$ cat src/rtl/aesmo_pkg.sv
// Shared types, constants and AES round functions for the mode-of-operation encryptor.
package aesmo_pkg;

	// Mode register codes
	localparam logic [2:0] MODE_ECB = 3'd0;
	localparam logic [2:0] MODE_CBC = 3'd1;
	localparam logic [2:0] MODE_CFB = 3'd2;
	localparam logic [2:0] MODE_OFB = 3'd3;
	localparam logic [2:0] MODE_CTR = 3'd4;

	// Register indexes on the configuration port
	localparam logic [2:0] REG_MODE      = 3'd0;
	localparam logic [2:0] REG_KEY_WORDS = 3'd1;
	localparam logic [2:0] REG_KEY_0     = 3'd2;
	localparam logic [2:0] REG_KEY_1     = 3'd3;
	localparam logic [2:0] REG_KEY_2     = 3'd4;
	localparam logic [2:0] REG_KEY_3     = 3'd5;
	localparam logic [2:0] REG_IV_HIGH   = 3'd6;
	localparam logic [2:0] REG_IV_LOW    = 3'd7;

	// Key schedule counters: at most 60 words, 15 rows of four words
	localparam int KW_IDX_W = 6;
	localparam int RK_ROW_W = 4;
	localparam int RND_W    = 4;

	// Controller to datapath commands
	typedef struct packed {
		logic                capture;
		logic                msg_init;
		logic                exp_en;
		logic [KW_IDX_W-1:0] exp_idx;
		logic [2:0]          exp_phase;
		logic                rk_rd;
		logic [RK_ROW_W-1:0] rk_row;
		logic                ark0;
		logic                round;
		logic                last_round;
		logic                finish;
		logic                hdr;
	} aesmo_cmd_t;

	// Datapath to controller status
	typedef struct packed {
		logic             mode_bad;
		logic             ecb;
		logic             last;
		logic [3:0]       nk;
		logic [RND_W-1:0] rounds;
	} aesmo_stat_t;

	localparam logic [7:0] SBOX [256] = '{
		8'h63, 8'h7c, 8'h77, 8'h7b, 8'hf2, 8'h6b, 8'h6f, 8'hc5,
		8'h30, 8'h01, 8'h67, 8'h2b, 8'hfe, 8'hd7, 8'hab, 8'h76,
		8'hca, 8'h82, 8'hc9, 8'h7d, 8'hfa, 8'h59, 8'h47, 8'hf0,
		8'had, 8'hd4, 8'ha2, 8'haf, 8'h9c, 8'ha4, 8'h72, 8'hc0,
		8'hb7, 8'hfd, 8'h93, 8'h26, 8'h36, 8'h3f, 8'hf7, 8'hcc,
		8'h34, 8'ha5, 8'he5, 8'hf1, 8'h71, 8'hd8, 8'h31, 8'h15,
		8'h04, 8'hc7, 8'h23, 8'hc3, 8'h18, 8'h96, 8'h05, 8'h9a,
		8'h07, 8'h12, 8'h80, 8'he2, 8'heb, 8'h27, 8'hb2, 8'h75,
		8'h09, 8'h83, 8'h2c, 8'h1a, 8'h1b, 8'h6e, 8'h5a, 8'ha0,
		8'h52, 8'h3b, 8'hd6, 8'hb3, 8'h29, 8'he3, 8'h2f, 8'h84,
		8'h53, 8'hd1, 8'h00, 8'hed, 8'h20, 8'hfc, 8'hb1, 8'h5b,
		8'h6a, 8'hcb, 8'hbe, 8'h39, 8'h4a, 8'h4c, 8'h58, 8'hcf,
		8'hd0, 8'hef, 8'haa, 8'hfb, 8'h43, 8'h4d, 8'h33, 8'h85,
		8'h45, 8'hf9, 8'h02, 8'h7f, 8'h50, 8'h3c, 8'h9f, 8'ha8,
		8'h51, 8'ha3, 8'h40, 8'h8f, 8'h92, 8'h9d, 8'h38, 8'hf5,
		8'hbc, 8'hb6, 8'hda, 8'h21, 8'h10, 8'hff, 8'hf3, 8'hd2,
		8'hcd, 8'h0c, 8'h13, 8'hec, 8'h5f, 8'h97, 8'h44, 8'h17,
		8'hc4, 8'ha7, 8'h7e, 8'h3d, 8'h64, 8'h5d, 8'h19, 8'h73,
		8'h60, 8'h81, 8'h4f, 8'hdc, 8'h22, 8'h2a, 8'h90, 8'h88,
		8'h46, 8'hee, 8'hb8, 8'h14, 8'hde, 8'h5e, 8'h0b, 8'hdb,
		8'he0, 8'h32, 8'h3a, 8'h0a, 8'h49, 8'h06, 8'h24, 8'h5c,
		8'hc2, 8'hd3, 8'hac, 8'h62, 8'h91, 8'h95, 8'he4, 8'h79,
		8'he7, 8'hc8, 8'h37, 8'h6d, 8'h8d, 8'hd5, 8'h4e, 8'ha9,
		8'h6c, 8'h56, 8'hf4, 8'hea, 8'h65, 8'h7a, 8'hae, 8'h08,
		8'hba, 8'h78, 8'h25, 8'h2e, 8'h1c, 8'ha6, 8'hb4, 8'hc6,
		8'he8, 8'hdd, 8'h74, 8'h1f, 8'h4b, 8'hbd, 8'h8b, 8'h8a,
		8'h70, 8'h3e, 8'hb5, 8'h66, 8'h48, 8'h03, 8'hf6, 8'h0e,
		8'h61, 8'h35, 8'h57, 8'hb9, 8'h86, 8'hc1, 8'h1d, 8'h9e,
		8'he1, 8'hf8, 8'h98, 8'h11, 8'h69, 8'hd9, 8'h8e, 8'h94,
		8'h9b, 8'h1e, 8'h87, 8'he9, 8'hce, 8'h55, 8'h28, 8'hdf,
		8'h8c, 8'ha1, 8'h89, 8'h0d, 8'hbf, 8'he6, 8'h42, 8'h68,
		8'h41, 8'h99, 8'h2d, 8'h0f, 8'hb0, 8'h54, 8'hbb, 8'h16
	};

	function automatic logic [7:0] sbox(input logic [7:0] x);
		return SBOX[x];
	endfunction

	function automatic logic [31:0] sub_word(input logic [31:0] w);
		return {sbox(w[31:24]), sbox(w[23:16]), sbox(w[15:8]), sbox(w[7:0])};
	endfunction

	function automatic logic [7:0] xtime(input logic [7:0] a);
		return {a[6:0], 1'b0} ^ (a[7] ? 8'h1b : 8'h00);
	endfunction

	// One cipher round on a 128-bit state, byte 0 in the top bits
	function automatic logic [127:0] aes_round(input logic [127:0] st, input logic [127:0] rk,
			input logic final_rnd);
		logic [7:0] s [16];
		logic [7:0] t [16];
		logic [7:0] m [16];
		logic [127:0] res;
		for (int b = 0; b < 16; b++) s[b] = sbox(st[127-8*b -: 8]);
		for (int c = 0; c < 4; c++)
			for (int r = 0; r < 4; r++)
				t[r+4*c] = s[r + 4*((c+r) % 4)];
		for (int c = 0; c < 4; c++) begin
			m[4*c]   = xtime(t[4*c]) ^ xtime(t[4*c+1]) ^ t[4*c+1] ^ t[4*c+2] ^ t[4*c+3];
			m[4*c+1] = t[4*c] ^ xtime(t[4*c+1]) ^ xtime(t[4*c+2]) ^ t[4*c+2] ^ t[4*c+3];
			m[4*c+2] = t[4*c] ^ t[4*c+1] ^ xtime(t[4*c+2]) ^ xtime(t[4*c+3]) ^ t[4*c+3];
			m[4*c+3] = xtime(t[4*c]) ^ t[4*c] ^ t[4*c+1] ^ t[4*c+2] ^ xtime(t[4*c+3]);
		end
		for (int b = 0; b < 16; b++) res[127-8*b -: 8] = final_rnd ? t[b] : m[b];
		return res ^ rk;
	endfunction

endpackage

$ cat src/rtl/aesmo_ctrl.sv
// Sequencer for key expansion, header emission and the iterative cipher rounds.
module aesmo_ctrl import aesmo_pkg::*; (
	input  logic        clk,
	input  logic        arst_n,
	input  logic        in_valid,
	output logic        in_stall,
	output logic        out_valid,
	input  logic        out_stall,
	input  aesmo_stat_t stat,
	output aesmo_cmd_t  cmd
);

	typedef enum logic [5:0] {
		S_IDLE = 6'b000001,
		S_EXP  = 6'b000010,
		S_HDR  = 6'b000100,
		S_LOAD = 6'b001000,
		S_RND  = 6'b010000,
		S_RES  = 6'b100000
	} state_t;

	state_t              state_q, state_d;
	logic                started_q;
	logic [KW_IDX_W-1:0] idx_q;
	logic [2:0]          phase_q;
	logic [RND_W-1:0]    rnd_q;
	logic [KW_IDX_W-1:0] total;

	// Key words in the schedule: 4 * (rounds + 1)
	assign total = {stat.rounds + 4'd1, 2'b00};

	assign in_stall  = (state_q != S_IDLE);
	assign out_valid = (state_q == S_HDR) || (state_q == S_RES);

	// Next state and commands
	always_comb begin
		state_d       = state_q;
		cmd           = '0;
		cmd.exp_idx   = idx_q;
		cmd.exp_phase = phase_q;
		unique case (state_q)
			S_IDLE: begin
				if (in_valid && !stat.mode_bad) begin
					cmd.capture = 1'b1;
					if (!started_q) begin
						cmd.msg_init = 1'b1;
						state_d      = S_EXP;
					end else begin
						state_d = S_LOAD;
					end
				end
			end
			S_EXP: begin
				cmd.exp_en = 1'b1;
				if (idx_q == total - 6'd1) begin
					if (stat.ecb) begin
						state_d = S_LOAD;
					end else begin
						cmd.hdr = 1'b1;
						state_d = S_HDR;
					end
				end
			end
			S_HDR: begin
				if (!out_stall) state_d = S_LOAD;
			end
			S_LOAD: begin
				cmd.rk_rd  = 1'b1;
				cmd.rk_row = '0;
				state_d    = S_RND;
			end
			S_RND: begin
				cmd.rk_row = rnd_q + 4'd1;
				if (rnd_q == '0) cmd.ark0 = 1'b1;
				else cmd.round = 1'b1;
				if (rnd_q == stat.rounds) begin
					cmd.last_round = 1'b1;
					cmd.finish     = 1'b1;
					state_d        = S_RES;
				end else begin
					cmd.rk_rd = 1'b1;
				end
			end
			S_RES: begin
				if (!out_stall) state_d = S_IDLE;
			end
			default: state_d = S_IDLE;
		endcase
	end

	// State and counters
	always_ff @(posedge clk or negedge arst_n) begin
		if (!arst_n) begin
			state_q   <= S_IDLE;
			started_q <= 1'b0;
			idx_q     <= '0;
			phase_q   <= '0;
			rnd_q     <= '0;
		end else begin
			state_q <= state_d;
			if (cmd.msg_init) started_q <= 1'b1;
			else if (cmd.finish && stat.last) started_q <= 1'b0;
			if (cmd.msg_init) begin
				idx_q   <= '0;
				phase_q <= '0;
			end else if (cmd.exp_en) begin
				idx_q   <= idx_q + 6'd1;
				phase_q <= (phase_q == 3'(stat.nk - 4'd1)) ? 3'd0 : phase_q + 3'd1;
			end
			if (state_q == S_LOAD) rnd_q <= '0;
			else if (state_q == S_RND) rnd_q <= rnd_q + 4'd1;
		end
	end

endmodule

$ cat config.mk
export PLATFORM = sky130hd
export DESIGN_NAME = aesmo_ctrl
export DESIGN_NICKNAME = d
export VERILOG_FILES = /design/src/rtl/aesmo_pkg.sv /design/src/rtl/aesmo_ctrl.sv
export SDC_FILE = /design/constraint.sdc
export NUM_CORES = 1
export LEC_CHECK = 0
export ABC_AREA = 0
export BUFFER_PORTS_ARGS = -buffer_cell sky130_fd_sc_hd__buf_2
export CAP_MARGIN = 30
export CORE_UTILIZATION = 52
export CTS_CLUSTER_DIAMETER = 60
export CTS_CLUSTER_SIZE = 28
export DETAILED_ROUTE_END_ITERATION = 8
export GPL_ROUTABILITY_DRIVEN = 0
export GPL_TIMING_DRIVEN = 1
export PLACE_DENSITY = 0.79
export REMOVE_ABC_BUFFERS = 1
export SYNTH_ARGS = -nofsm -noshare
export SYNTH_HDL_FRONTEND = slang
export SYNTH_SLANG_ARGS = --single-unit
export TNS_END_PERCENT = 100
$ cat constraint.sdc
create_clock -name clk -period 1.7 [get_ports clk]
set_input_delay 0.17 -clock clk [delete_from_list [all_inputs] [get_ports clk]]
set_output_delay 0.17 -clock clk [all_outputs]
set_load 0.01 [all_outputs]
==> Word level (Yosys, flattened, before mapping) <==
Index checks and enable logic that the tools add are counted.
{ "op_classes": {"addsub": 6, "n_reduce_logical": 9, "eq_ne": 15, "muxes": 30} }
{ "op_table": {"columns": ["operator", "count"], "rows": [
  ["6-bit 2-to-1 mux", 7],
  ["6-bit one-hot mux with 6 select lines", 1],
  ["4-bit 2-to-1 mux", 5],
  ["1-bit 2-to-1 mux", 10],
  ["2-bit != test, second input constant", 5],
  ["5-bit one-hot mux with 2 select lines", 1],
  ["3-bit 2-to-1 mux", 3],
  ["4-bit by 1-bit adder with 4-bit output, second input constant", 2],
  ["6-bit by 1-bit adder with 6-bit output, second input constant", 1],
  ["6-bit by 1-bit == test with 1-bit output, second input constant", 1],
  ["6-bit by 2-bit == test with 1-bit output, second input constant", 1],
  ["6-bit by 3-bit == test with 1-bit output, second input constant", 1],
  ["6-bit by 4-bit == test with 1-bit output, second input constant", 1],
  ["6-bit by 5-bit == test with 1-bit output, second input constant", 1],
  ["6-bit == test", 1],
  ["6-bit == test, second input constant", 1],
  ["2-bit 2-to-1 mux", 3],
  ["6-bit by 1-bit != test with 1-bit output, second input constant", 1],
  ["2-bit nonzero test", 3],
  ["6-bit by 1-bit subtractor with 6-bit output, second input constant", 1],
  ["5-bit AND reduction", 1],
  ["4-bit == test", 1],
  ["4-bit zero test", 1],
  ["3-bit by 1-bit adder with 3-bit output, second input constant", 1],
  ["5 further kinds", 6]
]} }
{ "word_totals": {"regBits": 20, "output_inout_bits": 24, "inputBits": 15} }

==> Logic depth before layout (Yosys ltp) <==
Gate-level depths: netlist of the first run.
{ "logic_depth": {"ltp_word": 6, "depth_mapped": 7, "ltp_nobuf": 6} }

==> Worst setup path after synthesis of the first run <==
Ideal clock, no wire load.
{ "synth_timing": {"path_kind": "reg2out", "from": "register state_q[4]", "to": "output port cmd[9] (netlist bit)", "stages_incl_launch_ff": 5, "slack_ps": 114, "arrival_time_ps": 1416, "cell_sequence": "dfrtp_1 > buf_6 > or3_4 > nor4b_4 > nand2b_1"} }
{ "synth_rtl": {"columns": ["item", "line", "source"], "rows": [
  ["start: declaration", "aesmo_ctrl.sv:22", "state_t state_q, state_d;"],
  ["start signal: assignment", "aesmo_ctrl.sv:100", "state_q <= state_d;"],
  ["end: declaration", "aesmo_ctrl.sv:10", "output aesmo_cmd_t cmd"]
]} }

==> results of run 1 <==
## cells by family (layout without fill, tap and decap cells)
family          count (synthesis)  in the layout  share of synthesized area (%)
compound gates                 19             19                           8.72
xor+xnor                       27             27                           16.0
fa+ha+maj                       6              6                           5.08
buf+inv                        14             70                           6.18
flops                          20             20                           34.0
mux                             1              1                          0.677
simple gates                   64             64                           29.4
## routing by layer
| metal | track usage [%] | vias up |
|---|---|---|
| met5 | 0 | - |
| met4 | 6.79 | 0 |
| li1 | - | 631 |
| met3 | 3.75 | 8 |
| met1 | 26.0 | 604 |
| met2 | 42.2 | 37 |
## layout make-up
class	count	area [um^2]
fill	190	656
clock buffer	3	22.5
timing repair buffer	59	369
inverter	7	33.8
tap	30	37.5
multi-input combinational	117	932
sequential	20	509
clock inverter	1	30.0
## power by group
part | total [mW] | internal (mW) | switching [mW]
clock network | 0.393 | 0.238 | 0.155
logic | 1.76 | 0.887 | 0.871
registers | 0.921 | 0.668 | 0.253
total | 3.07 | 1.79 | 1.28
## Yosys cell counts, types with 2 or more instances
master     n
nor2_1    21
dfrtp_1   19
xor2_1    14
xnor2_1   13
nand2_1   11
a21oi_1    6
ha_1       6
inv_1      6
buf_6      4
nand2b_1   3
nand3_1    3
nand4_1    3
o21ai_0    3
a21o_1     2
and2_1     2
and3_1     2
buf_4      2
nand4b_2   2
## through the flow
step | cell area, um^2 | hold slack, ps | cells
floorplan | 1410 | -126 | 144
global placement | 1680 | 132 | 217
detailed placement | 1680 | 138 | 217
CTS | 1860 | 154 | 233
global route | 1930 | 166 | 237
finish | 1930 | 163 | 237
## critical path: stages, from the launching register on
cell	delay, ps
dfrtp_2	470
or3_4	400
nor4b_4	260
nand2b_1	140
buf_2	120
## flip-flops by register name (all words and copies together), names as in the netlist
name,flops
idx_q,6
state_q,6
rnd_q,4
phase_q,3
started_q,1
## repair_timing
action / CTS / global route
pin swaps: 10 / 3
setup buffers: 11 / 4
hold buffers: 1 / 0
endpoints found under the hold margin: 19 / 0
resized for setup: 13 / 8
setup endpoints to repair: 13 / 12
## worst max path at each step
stage / to / slack [ps]
floorplan: idx_q[0]$_DFFE_PN0P_ / 10
global placement: cmd[0] / 120
detailed placement: cmd[0] / 80
CTS: cmd[9] / -120
global route: cmd[9] / -230
finish: cmd[9] / -160
==> flow_metrics.env, run 1 <==
export IMPL_diodes=0
export IMPL_final_cell_mix="buf_2, nor2_1, buf_4"
export IMPL_finalSetupTns_ps=-397
export IMPL_finalHoldViolations=0
export IMPL_initial_utilization_pct=57.1
export IMPL_die_area_um2=3060
export IMPL_rsz0062_at_grt="true"
export IMPL_synthToLayoutAreaGrowth_pct=30.9
export IMPL_r2r_start="state_q[4]$_DFFE_PN0P_"
export IMPL_tightest_slew_ps=444
export IMPL_synth_area_leader_cell="dfrtp_1"
export IMPL_ys_seq_area_share_pct=34.0
export IMPL_crit_fanout=4
export IMPL_htree_levels=1
export IMPL_required_ps=1530
export IMPL_die_w_um=55.3
export IMPL_ys_warnings_count=0
export IMPL_numPortBuffers=37
export IMPL_cts_buffers=3
export IMPL_grt_pass1_wl_mm=5.55
export IMPL_vias=1280
export IMPL_drc=0
export IMPL_start_kind="register"
export IMPL_slew_headroom_pct=70.4
export IMPL_synth_top_area_share_pct=32.2
export IMPL_violations="setup timing"
export IMPL_drt_initial_drc_count=51
export IMPL_drv_cap=0
export IMPL_r2r_setup_slack_ps=130
export IMPL_track_usage_pct=22.5
export IMPL_clock_latency_ps=300
export IMPL_pre_cts_ws_ps=81.4
export IMPL_min_to="state_q[5]$_DFFE_PN0P_"
export IMPL_r2r_end="state_q[4]$_DFFE_PN0P_"
export IMPL_setup_viol=6
export IMPL_min_period_ps=1860
export IMPL_finish_utilization_pct=74.7
export IMPL_final_nets=229
export IMPL_min_path_cells=3
export IMPL_hp_class="input pin to register"
export IMPL_dr_pass1_iters=5
export IMPL_avgViaCountPerCell=5.40
export IMPL_avgSynthCellArea_um2=9.79
export IMPL_crit_start="state_q[4]$_DFFE_PN0P_"
export IMPL_grt_pass1_vias=1255
export IMPL_power_density_nw_per_um2=1590
export IMPL_setup_slack_ps=-159
export IMPL_synth_async_reset_ratio_pct=100
export IMPL_skew_ps=0.709
export IMPL_clkTransAtPathRegs_ps=120
export IMPL_die_h_um=55.3
export IMPL_fmax_mhz=538
export IMPL_io_pins=39
export IMPL_hpwl_mm=2.45
export IMPL_grt_max_degree=21
export IMPL_top_layer="met4"
export IMPL_slew_violations=0
export IMPL_tritoncts="yes"
export IMPL_path_class="register to primary output"
export IMPL_cts_root_buffer="clkbuf_4"
export IMPL_met2_length_mm=1.80
export IMPL_antenna_found_initial=0
export IMPL_layout_commonest_cell="buf_2"
export IMPL_hp_start="out_stall"
export IMPL_ff2ff_path_depth=5
export IMPL_netlist_area_um2=1480
export IMPL_synth_seq_cells=20
export IMPL_cts_path_max_buffers=2
export IMPL_routed_wl_mm=3.41
export IMPL_p_leak_nw=0.952
export IMPL_synth_edf_count=0
export IMPL_power_mw=3.07
export IMPL_core_area_um2=2590
export IMPL_postSynthCellCount=151
export IMPL_num_rows=18
export IMPL_endpoint_kind="primary output"
export IMPL_cts_sinks=20
export IMPL_wl_per_cell_um=14.4
export IMPL_yosys_top_cells_area="dfrtp_1, xor2_1, xnor2_1"
export IMPL_synth_cell_types=47
export IMPL_finalCritPeriodShare_pct=109
export IMPL_ys_flop_type="dfrtp_1"
export IMPL_ant_nets=0
export IMPL_wl_met1_mm=1.44
export IMPL_wl_met3_um=108
export IMPL_cp_data_arrival_time_ps=1690
export IMPL_peakVddDrop_mv=1.34
export IMPL_grt_overflow_total=0
export IMPL_final_layout_size_suffix_gt1_share_pct=43.5
export IMPL_outcome="finished, violations left"
Power figures use the tool's default switching activity.
==> inputs of run 2 (changes only) <==
MAX_ROUTING_LAYER = met4   (was not set)
PLACE_DENSITY = 0.82   (was 0.79)
==> run 2 against run 1 <==
Effect of this change:
- the run still ends with setup timing left
- fmax is 2.9% higher
- worst setup slack better by 53 ps
- combinational power is 3% higher
- flip-flop and latch count stayed put
- clock-buffer cell count is 1 higher
==> flow_metrics.env, run 2 (synthesis gave the netlist of run 1 again) <==
export IMPL_drc=0
export IMPL_die_h_um=55.3
export IMPL_finalHoldViolations=0
export IMPL_grt_overflow_total=0
export IMPL_vias=1274
export IMPL_slew_headroom_pct=70.0
export IMPL_r2r_setup_slack_ps=40
export IMPL_clock_latency_ps=290
export IMPL_cp_data_arrival_time_ps=1640
export IMPL_placed_area_um2=1680
export IMPL_r2r_end="state_q[0]$_DFFE_PN1P_"
export IMPL_final_layout_size_suffix_gt1_share_pct=42.5
export IMPL_wl_per_cell_um=14.4
export IMPL_hpwl_mm=2.46
export IMPL_crit_path_end="cmd[9]"
export IMPL_endpoint_kind="primary output"
export IMPL_num_rows=18
export IMPL_htree_levels=1
export IMPL_drv_cap=0
export IMPL_min_path_cells=3
export IMPL_min_period_ps=1810
export IMPL_tightest_slew_ps=451
export IMPL_io_pins=39
export IMPL_p_switching_mw=1.28
export IMPL_setup_viol=8
export IMPL_routed_wl_mm=3.42
export IMPL_tritoncts="yes"
export IMPL_fmax_mhz=554
export IMPL_setup_slack_ps=-106
export IMPL_synthToLayoutAreaGrowth_pct=29.3
export IMPL_path_depth=4
export IMPL_rsz0062_at_grt="true"
export IMPL_finalSetupTns_ps=-502
export IMPL_diodes=0
export IMPL_die_w_um=55.3
export IMPL_ant_nets=0
export IMPL_drt_initial_drc_count=30
export IMPL_cp_num_buf_inv=1
export IMPL_switching_share_pct=43.4
export IMPL_grt_pass1_wl_mm=5.65
export IMPL_max_stage_delay_ps=460
export IMPL_p_leak_nw=0.976
export IMPL_multi_input_area_um2=943
export IMPL_die_area_um2=3060
export IMPL_finish_utilization_pct=73.8
export IMPL_clkTransAtPathRegs_ps=110
export IMPL_cts_buffers=3
export IMPL_hp_class="input pin to register"
export IMPL_crit_fanout=4
export IMPL_finalCritPeriodShare_pct=106
export IMPL_path_class="register to primary output"
export IMPL_reg_largest_list="idx_q (6), state_q (6), rnd_q (4)"
export IMPL_critical_path_top_delay_family="simple AND/OR/NAND/NOR gates"
export IMPL_comb_power_share_pct=61.3
export IMPL_final_nets=229
export IMPL_clockPowerShare_pct=7.8
export IMPL_dp_cells=217
export IMPL_avgViaCountPerCell=5.38
export IMPL_slew_violations=0
export IMPL_crit_chain="or3_4, nor4b_4, nand2b_1, buf_2"
export IMPL_fillCellCount=199
export IMPL_layout_commonest_cell="buf_2"
export IMPL_track_usage_pct=23.9
export IMPL_slowest_stage="dfrtp_2"
export IMPL_initial_utilization_pct=57.1
export IMPL_outcome="finished, violations left"
export IMPL_ff2ff_path_depth=6
export IMPL_pre_cts_ws_ps=74.6
export IMPL_dr_pass1_iters=4
export IMPL_power_density_nw_per_um2=1550
export IMPL_violations="setup timing"
export IMPL_intPower_mw=1.67
export IMPL_r2r_start="state_q[2]$_DFFE_PN0P_"
export IMPL_seqPwrFrac_pct=30.9
export IMPL_hp_start="stat[8]"
export IMPL_cts_root_buffer="clkbuf_4"
export IMPL_final_cell_mix="buf_2, nor2_1, buf_4"
export IMPL_stdcell_count=237
export IMPL_cts_sinks=20
export IMPL_numPortBuffers=37
export IMPL_regArea_um2=507
export IMPL_antenna_found_initial=0
export IMPL_design_area_um2=1910
export IMPL_start_kind="register"
export IMPL_crit_start="state_q[4]$_DFFE_PN0P_"
export IMPL_core_area_um2=2590
export IMPL_required_ps=1530
export IMPL_peakVddDrop_mv=1.19
export IMPL_grt_max_degree=21
export IMPL_cts_path_max_buffers=2
export IMPL_skew_ps=0.711
export IMPL_grt_pass1_vias=1238
## run 2: changes by cell type in the layout (fill, tap and decap cells not counted), sizes merged
cell,before,now
bufinv,1,0
clkbuf,3,4
## run 2: through the flow
step                power [mW]  hold slack (ps)
global placement          2.24              134
finish                    2.96              166
floorplan                 1.87             -126
global route              3.18              166
detailed placement        2.32              138
CTS                       2.84              163
## run 2: layout make-up
cell class                      instances  area share [%]
Multi-Input combinational cell        117            49.4
Timing Repair Buffer                   59            19.4
Inverter                                7            1.38
Tap cell                               30            1.96
Clock buffer                            4            1.38
Sequential cell                        20            26.5
## run 2: worst register-to-register path, stage by stage (launching register included)
cell and delay (ps):
dfrtp_2 450, buf_4 160, xnor2_1 270, nor4b_4 80
nand2_1 140, nand3_4 130, o41ai_2 340
## run 2: worst min path at each step
stage                                 end  slack (ps)
floorplan            idx_q[0]$_DFFE_PN0P_        -130
global placement     rnd_q[0]$_DFFE_PN0N_         130
detailed placement   rnd_q[1]$_DFFE_PN0N_         140
CTS                 started_q$_DFFE_PN0P_         160
global route        started_q$_DFFE_PN0P_         170
finish              started_q$_DFFE_PN0P_         170
## run 2: per-layer routing
metal	up-vias	track usage, %	wire (um)	part of all wire (%)
li1	625	-	-	-
met1	610	28.9	1490	43
met2	29	41.0	1770	52
met3	10	4.45	86	2.5
met4	0	6.07	75	2.2
met5	-	-	0	0
## run 2: timing repair
item,4_1_cts,5_1_grt
resized for setup,13,6
buffers inserted,14,2
hold endpoints to repair,19,0
setup endpoints to repair,14,16
hold buffers,1,0
pin swaps,10,6
## run 2: power groups by stage
stage / Sequential [mW] / Clock (mW) / Combinational [mW]
floorplan: 0.944 / 0 / 0.928
global placement: 0.908 / 0 / 1.34
detailed placement: 0.927 / 0 / 1.40
CTS: 0.909 / 0.239 / 1.69
global route: 0.943 / 0.257 / 1.98
finish: 0.914 / 0.231 / 1.81
